## src/sv/sltab_pkg.sv

```systemverilog
package sltab_pkg;

	// Table geometry
	localparam int TABLE_DEPTH = 16;
	localparam int IDX_W       = (TABLE_DEPTH > 1) ? $clog2(TABLE_DEPTH) : 1;
	localparam int CNT_W       = $clog2(TABLE_DEPTH + 1);

	// Field widths fixed by the transaction format
	localparam int CMD_W    = 2;
	localparam int VALUE_W  = 32;
	localparam int STATUS_W = 2;
	localparam int ECNT_W   = 5;

	// Command codes
	localparam logic [CMD_W-1:0] CMD_INSERT = 2'd0;
	localparam logic [CMD_W-1:0] CMD_DELETE = 2'd1;
	localparam logic [CMD_W-1:0] CMD_SEARCH = 2'd2;

	// Status codes
	localparam logic [STATUS_W-1:0] ST_DONE   = 2'd0;
	localparam logic [STATUS_W-1:0] ST_FULL   = 2'd1;
	localparam logic [STATUS_W-1:0] ST_ABSENT = 2'd2;

	typedef logic [CNT_W-1:0]          cnt_t;
	typedef logic [IDX_W-1:0]          idx_t;
	typedef logic signed [VALUE_W-1:0] value_t;

	// Flags from the shared compare unit: a against b
	typedef struct packed {
		logic lt;
		logic eq;
	} cmp_t;

	// Result handed from the sequencer to the output stage
	typedef struct packed {
		logic [STATUS_W-1:0] status;
		logic                found;
		logic [ECNT_W-1:0]   entry_count;
	} res_t;

	// Report the count in the result width, wrapping for large tables
	function automatic logic [ECNT_W-1:0] to_entry_count(input cnt_t c);
		logic [31:0] w;
		w = 32'(c);
		return w[ECNT_W-1:0];
	endfunction

endpackage

```

## src/sv/sltab_req_if.sv

```systemverilog
interface sltab_req_if;
	logic                                valid;
	logic                                ready;
	logic [sltab_pkg::CMD_W-1:0]         command;
	logic signed [sltab_pkg::VALUE_W-1:0] value;

	modport source (output valid, output command, output value, input ready);
	modport sink   (input valid, input command, input value, output ready);
endinterface

```

## src/sv/sltab_res_if.sv

```systemverilog
interface sltab_res_if;
	logic                             valid;
	logic                             ready;
	logic [sltab_pkg::STATUS_W-1:0]   status;
	logic                             found;
	logic [sltab_pkg::ECNT_W-1:0]     entry_count;

	modport source (output valid, output status, output found, output entry_count, input ready);
	modport sink   (input valid, input status, input found, input entry_count, output ready);
endinterface

```

## src/sv/sorted_list_table_engine_top.sv

```systemverilog
// Sorted table engine: holds up to TABLE_DEPTH signed 32-bit values in ascending order
// (duplicates kept) and runs one insert, delete or search per request transaction,
// answering with one result transaction of status, found flag and entry count. The
// table sits in a memory with one write port and a registered read, so every entry
// scanned or moved takes a read step and then a compare or write step. An insert
// moves each stored entry at or above the value up one place, a search passes the
// smaller entries, a delete runs its search and then shifts the entries behind the
// match down, and a full-table insert or an unused command goes straight to the
// result. The result is registered on the same edge on which the request side
// becomes ready again. The request side stays not ready while an operation runs; a
// finished result waits in an output register, so the next request is taken while
// it is still pending.
module sorted_list_table_engine_top (
	input  logic               clk,
	input  logic               arst_n,
	sltab_req_if.sink          req,
	sltab_res_if.source        res
);

	logic            core_ready;
	logic            core_res_valid;
	logic            core_res_ready;
	sltab_pkg::res_t core_res;
	logic            res_valid_q;
	sltab_pkg::res_t res_q;

	assign req.ready = core_ready;

	sltab_core u_core (
		.clk       (clk),
		.arst_n    (arst_n),
		.start     (req.valid & core_ready),
		.cmd       (req.command),
		.value     (req.value),
		.ready     (core_ready),
		.res_valid (core_res_valid),
		.res_ready (core_res_ready),
		.res       (core_res)
	);

	// Output register: take a new result when empty or being drained
	assign core_res_ready = !res_valid_q || res.ready;

	always_ff @(posedge clk or negedge arst_n) begin
		if (!arst_n) begin
			res_valid_q <= 1'b0;
		end else if (core_res_ready) begin
			res_valid_q <= core_res_valid;
		end
	end

	always_ff @(posedge clk) begin
		if (core_res_ready && core_res_valid) begin
			res_q <= core_res;
		end
	end

	assign res.valid       = res_valid_q;
	assign res.status      = res_q.status;
	assign res.found       = res_q.found;
	assign res.entry_count = res_q.entry_count;

endmodule

```

## src/sv/sltab_cmp.sv

```systemverilog
module sltab_cmp (
	input  sltab_pkg::value_t a,
	input  sltab_pkg::value_t b,
	output sltab_pkg::cmp_t   flags
);

	// Two's complement signed compare shared by every scan step
	always_comb begin
		flags.lt = (a < b);
		flags.eq = (a == b);
	end

endmodule

```

## src/sv/sltab_core.sv

```systemverilog
module sltab_core (
	input  logic                           clk,
	input  logic                           arst_n,
	input  logic                           start,
	input  logic [sltab_pkg::CMD_W-1:0]    cmd,
	input  sltab_pkg::value_t              value,
	output logic                           ready,
	output logic                           res_valid,
	input  logic                           res_ready,
	output sltab_pkg::res_t                res
);

	typedef enum logic [2:0] {
		S_IDLE,
		S_INS_RD,
		S_INS_CHK,
		S_SCH_RD,
		S_SCH_CHK,
		S_DEL_RD,
		S_DEL_WR,
		S_FINISH
	} state_t;

	state_t                           state_q;
	logic [sltab_pkg::CMD_W-1:0]      cmd_q;
	sltab_pkg::value_t                key_q;
	sltab_pkg::cnt_t                  count_q;
	sltab_pkg::cnt_t                  i_q;
	logic [sltab_pkg::STATUS_W-1:0]   status_q;
	logic                             found_q;

	// Table storage, single write port and registered read
	sltab_pkg::value_t                mem [sltab_pkg::TABLE_DEPTH];
	sltab_pkg::value_t                rdata_q;
	sltab_pkg::idx_t                  raddr;
	logic                             mem_re;
	sltab_pkg::idx_t                  waddr;
	sltab_pkg::value_t                wdata;
	logic                             mem_we;

	sltab_pkg::cnt_t                  i_dec;
	sltab_pkg::cnt_t                  i_inc;
	sltab_pkg::cmp_t                  cmp;

	assign i_dec = i_q - sltab_pkg::cnt_t'(1);
	assign i_inc = i_q + sltab_pkg::cnt_t'(1);

	sltab_cmp u_cmp (
		.a     (rdata_q),
		.b     (key_q),
		.flags (cmp)
	);

	// Select memory address and data for the current step
	always_comb begin
		raddr  = i_q[sltab_pkg::IDX_W-1:0];
		mem_re = 1'b0;
		waddr  = i_q[sltab_pkg::IDX_W-1:0];
		wdata  = rdata_q;
		mem_we = 1'b0;
		case (state_q)
			S_INS_RD: begin
				raddr  = i_dec[sltab_pkg::IDX_W-1:0];
				mem_re = 1'b1;
				if (i_q == '0) begin
					wdata  = key_q;
					mem_we = 1'b1;
				end
			end
			S_INS_CHK: begin
				wdata  = cmp.lt ? key_q : rdata_q;
				mem_we = 1'b1;
			end
			S_SCH_RD: begin
				mem_re = 1'b1;
			end
			S_DEL_RD: begin
				raddr  = i_inc[sltab_pkg::IDX_W-1:0];
				mem_re = 1'b1;
			end
			S_DEL_WR: begin
				mem_we = 1'b1;
			end
			default: begin
			end
		endcase
	end

	always_ff @(posedge clk) begin
		if (mem_we) begin
			mem[waddr] <= wdata;
		end
		if (mem_re) begin
			rdata_q <= mem[raddr];
		end
	end

	// Sequencer: insert walks down from the top, delete and search walk up
	always_ff @(posedge clk or negedge arst_n) begin
		if (!arst_n) begin
			state_q  <= S_IDLE;
			count_q  <= '0;
			i_q      <= '0;
			cmd_q    <= sltab_pkg::CMD_INSERT;
			key_q    <= '0;
			status_q <= sltab_pkg::ST_DONE;
			found_q  <= 1'b0;
		end else begin
			case (state_q)
				S_IDLE: begin
					if (start) begin
						cmd_q    <= cmd;
						key_q    <= value;
						found_q  <= 1'b0;
						status_q <= sltab_pkg::ST_DONE;
						case (cmd)
							sltab_pkg::CMD_INSERT: begin
								if (count_q == sltab_pkg::cnt_t'(sltab_pkg::TABLE_DEPTH)) begin
									status_q <= sltab_pkg::ST_FULL;
									state_q  <= S_FINISH;
								end else begin
									i_q     <= count_q;
									state_q <= S_INS_RD;
								end
							end
							sltab_pkg::CMD_DELETE, sltab_pkg::CMD_SEARCH: begin
								i_q     <= '0;
								state_q <= S_SCH_RD;
							end
							default: begin
								state_q <= S_FINISH;
							end
						endcase
					end
				end
				S_INS_RD: begin
					if (i_q == '0) begin
						count_q <= count_q + sltab_pkg::cnt_t'(1);
						state_q <= S_FINISH;
					end else begin
						state_q <= S_INS_CHK;
					end
				end
				S_INS_CHK: begin
					if (!cmp.lt) begin
						// Entry not below key: moved up, keep walking down
						i_q     <= i_dec;
						state_q <= S_INS_RD;
					end else begin
						count_q <= count_q + sltab_pkg::cnt_t'(1);
						state_q <= S_FINISH;
					end
				end
				S_SCH_RD: begin
					if (i_q == count_q) begin
						status_q <= sltab_pkg::ST_ABSENT;
						state_q  <= S_FINISH;
					end else begin
						state_q <= S_SCH_CHK;
					end
				end
				S_SCH_CHK: begin
					if (cmp.lt) begin
						i_q     <= i_inc;
						state_q <= S_SCH_RD;
					end else if (cmp.eq) begin
						found_q <= 1'b1;
						state_q <= (cmd_q == sltab_pkg::CMD_DELETE) ? S_DEL_RD : S_FINISH;
					end else begin
						status_q <= sltab_pkg::ST_ABSENT;
						state_q  <= S_FINISH;
					end
				end
				S_DEL_RD: begin
					if (i_inc == count_q) begin
						count_q <= count_q - sltab_pkg::cnt_t'(1);
						state_q <= S_FINISH;
					end else begin
						state_q <= S_DEL_WR;
					end
				end
				S_DEL_WR: begin
					i_q     <= i_inc;
					state_q <= S_DEL_RD;
				end
				S_FINISH: begin
					if (res_ready) begin
						state_q <= S_IDLE;
					end
				end
				default: begin
					state_q <= S_IDLE;
				end
			endcase
		end
	end

	assign ready     = (state_q == S_IDLE);
	assign res_valid = (state_q == S_FINISH);

	always_comb begin
		res.status      = status_q;
		res.found       = found_q;
		res.entry_count = sltab_pkg::to_entry_count(count_q);
	end

endmodule

```

## src/flat_wrapper.sv

```systemverilog
// flat-port wrapper written by rule: the top's interface ports become plain ports
module sorted_list_table_engine_top_flat 
  (clk, arst_n, req_valid, req_command, req_value, req_ready, res_valid, res_status, res_found, res_entry_count, res_ready);
  sltab_req_if req_i ();
  sltab_res_if res_i ();
  input  logic clk;
  input  logic arst_n;
  input wire logic [$bits(req_i.valid)-1:0] req_valid;
  input wire logic [$bits(req_i.command)-1:0] req_command;
  input wire logic [$bits(req_i.value)-1:0] req_value;
  output wire logic [$bits(req_i.ready)-1:0] req_ready;
  output wire logic [$bits(res_i.valid)-1:0] res_valid;
  output wire logic [$bits(res_i.status)-1:0] res_status;
  output wire logic [$bits(res_i.found)-1:0] res_found;
  output wire logic [$bits(res_i.entry_count)-1:0] res_entry_count;
  input wire logic [$bits(res_i.ready)-1:0] res_ready;
  assign req_i.valid = req_valid;
  assign req_i.command = req_command;
  assign req_i.value = req_value;
  assign req_ready = req_i.ready;
  assign res_valid = res_i.valid;
  assign res_status = res_i.status;
  assign res_found = res_i.found;
  assign res_entry_count = res_i.entry_count;
  assign res_i.ready = res_ready;
  sorted_list_table_engine_top u_core (.clk(clk), .arst_n(arst_n), .req(req_i), .res(res_i));
endmodule
```

## config.mk

```make
export PLATFORM = sky130hd
export DESIGN_NAME = sorted_list_table_engine_top_flat
export DESIGN_NICKNAME = d
export VERILOG_FILES = /design/src/sv/sltab_pkg.sv /design/src/sv/sltab_req_if.sv /design/src/sv/sltab_res_if.sv /design/src/sv/sorted_list_table_engine_top.sv /design/src/sv/sltab_cmp.sv /design/src/sv/sltab_core.sv /design/src/flat_wrapper.sv
export SDC_FILE = /design/constraint.sdc
export NUM_CORES = 1
export LEC_CHECK = 0
export BUFFER_PORTS_ARGS = -buffer_cell sky130_fd_sc_hd__buf_2
export CAP_MARGIN = 10
export CORE_MARGIN = 10
export CORE_UTILIZATION = 40
export DETAILED_ROUTE_END_ITERATION = 10
export GPL_TIMING_DRIVEN = 0
export PLACE_DENSITY = 0.6
export SLEW_MARGIN = 20
export SYNTH_ARGS = -nofsm -noshare
export SYNTH_HDL_FRONTEND = slang
export SYNTH_SLANG_ARGS = --single-unit
```

## constraint.sdc

```tcl
create_clock -name clk -period 6.1 [get_ports clk]
set_input_delay 0.915 -clock clk [delete_from_list [all_inputs] [get_ports clk]]
set_output_delay 0.915 -clock clk [all_outputs]
set_load 0.03 [all_outputs]
```

==> results.toml <==
[drt]
postRouteAntennaNets = 0
routed_wl_mm = 61.26
drt-initial-drc-count = 1266
viasPerCell = 5.748
post_drt_wl_per_cell_microns = 26.70
drc = 0
drt_pass1_iterations = 6
vias = 13190

[place]
place_ws_ns = 1.681
dp.final_hpwl_mm = 41.15
dp.cells = 2181
gp_congestion = 0.8077
port_buffers = 47
place_area_sq_mm = 0.02706

[clock_tree]
post-cts-setup-buffers = 0
clkTransAtPathRegs_ns = 0.07
clockBufferDepth = 3
clkSinkCount = 603
cts_resized = 0
cts_root_buffer = "clkbuf_16"
cts_buffers = 60
holdBufCountCts = 0
cts_tree = "built"
insertion_delay_ns = 0.65
htreeDepth = 2

[min_path]
hp-class = "input pin to asynchronous set/reset pin"

[floorplan]
initial_core_util_pct = 40.66
dieArea_sq_mm = 0.07204
die_w_microns = 268.4
core_region_area_sq_mm = 0.06070
die_h_microns = 268.4
pin_count = 48
rows = 90

[sta]
drv_slew = 0
finalSetupTns_ns = 0
fmax_ghz = 0.2224
finalSetupViolCount = 0
timing.slew.headroom_pct = 23.80
hold_ws_ns = 0.1925
rsz0062_at_grt = "false"
fin_crit_sh_pct = 73.72
finClkSkew_ns = 0.04139
period_minus_slack_ns = 4.497
hold_viol_final = 0
worst_slew_pin_slew_ns = 1.143
layout_setup_ws_ns = 1.603

[synthesis]
synth_top_area_share_pct = 67.16
ys_seq_area_share_pct = 72.33
synth_cells = 1299
synthTopCellsByArea = "edfxtp_1, mux4_2, dfrtp_1"
synth_edf_count = 552
synth_cell_types = 62
synth_largest_area_cell = "edfxtp_1"
yosys_warnings = 0
synth_fp_nets = 1380
synthArstFlopShare_pct = 8.458
synth.top_cells.by_count = "edfxtp_1, mux4_2, nand2_1"
avgSynthCellArea_sq_um = 19.00
synth.cell_area_sq_mm = 0.02468
synthFlopType = "edfxtp_1"
ys_ff_latch = 603
synth.most_common_cell = "edfxtp_1"

[job]
drv_cap = 0

[global_route]
grt_pass1_wl_mm = 90.16
grt_pass1_vias = 13350
gr-total-overflow = 0
grt_max_degree = 31
antenna_found_initial = 0
grtUsageTotal_pct = 17.20

[layout]
area_delta_synth_final_pct = 18.45
fin_area_sq_mm = 0.02923
nNetsFinal = 1542
final_util_pct = 48.16
n_antenna_cell = 0
layout-drive-gt1-share_pct = 29.30
fin_cells = 2294

[critical_path]
start_kind = "flop"
crit_type = "flop to flop"
rr_worst_depth = 9
crit_arrival_ns = 4.87
crit_fanout = 10
worstPathRequired_ns = 6.47
end_kind = "flop"

[power_and_ir_drop]
p_per_area_mw_per_mm2 = 599.2
power_mw = 17.52
leakage_nw = 9.702
ir_drop_mv = 0.3229

[run_status]
status = "complete, no violations"
-- worst max-delay path: stages (launching register included) --
cell and delay (ns):
dfrtp_1 0.38, clkbuf_1 0.35, inv_1 0.21, ha_1 0.40, xnor2_1 0.15, a21oi_1 0.26, clkbuf_1 0.72, clkbuf_1 0.83
mux4_2 0.44, mux4_2 0.49
-- per-layer routing --
layer | GRT usage [%] | vias up | wire length, microns
met5 | 0 | - | 0
met4 | 5.222 | 0 | 1447
met3 | 3.885 | 91 | 5185
met2 | 27.02 | 554 | 28520
met1 | 23.68 | 6945 | 26100
li1 | - | 5596 | -
-- registers in the layout, summed over array words and instances (netlist names) --
signal	flops
u_core.u_core.mem	512
u_core.u_core.key_q	32
u_core.u_core.rdata_q	32
u_core.res.entry_count	5
u_core.u_core.count_q	5
u_core.u_core.i_q	5
u_core.u_core.state_q	3
u_core.res.status	2
u_core.u_core.cmd_q	2
u_core.u_core.status_q	2
u_core.res.found	1
u_core.res.valid	1
u_core.u_core.found_q	1
-- final timing paths --
| path | from | endpoint | slack (ns) |
|---|---|---|---|
| worst min-delay path | arst_n | u_core.u_core.count_q[3]$_DFFE_PN0P_ | 0.19 |
| worst max-delay path | u_core.u_core.i_q[1]$_DFFE_PN0P_ | u_core.u_core.rdata_q[17]$_DFFE_PP_ | 1.60 |
| min in group clk | u_core.u_core.status_q[0]$_DFFE_PN0P_ | u_core.res.status[0]$_DFFE_PP_ | 0.45 |
| worst min register to register | u_core.u_core.status_q[0]$_DFFE_PN0P_ | u_core.res.status[0]$_DFFE_PP_ | 0.45 |
| worst max register to register | u_core.u_core.i_q[1]$_DFFE_PN0P_ | u_core.u_core.rdata_q[17]$_DFFE_PP_ | 1.60 |
| max in group asynchronous | arst_n | u_core.u_core.key_q[25]$_DFFE_PN0P_ | 5.37 |
-- cell families after synthesis --
kind of cell	count (synthesis)	synth area share, %
AOI/OAI and AO/OA	170	4.406
xor gates and xnor gates	17	0.6033
adders and majority gates	43	2.210
buffers and inverters	116	2.038
DFF	603	72.33
muxes	172	15.12
and+or+nand+nor	178	3.290
-- cell usage in the layout, fill, tap and decap left out, types with 42 or more instances in the layout --
cell       instances
clkbuf_1          51
dfrtp_1           51
o21ai_0           74
ha_1              42
clkbuf_16         61
nand2_1           88
mux4_2           160
inv_1             45
buf_2             64
edfxtp_1         552
-- where the power goes --
part	internal, mW	total [mW]	switching [mW]
clock	2.34	3.96	1.62
sequential	6.06	6.31	0.252
combinational	3.02	7.25	4.23
-- cell type report --
class | count | area (sq um)
inverters | 45 | 168.9
well taps | 782 | 978.4
plain buffers | 71 | 334.1
multi-input cells | 580 | 6620
repair buffers | 100 | 1130
clock buffers | 67 | 1579
clock inverters | 46 | 570.5
fillers | 4948 | 31460
flip-flops and latches | 603 | 17850
Power figures use the tool's default switching activity.
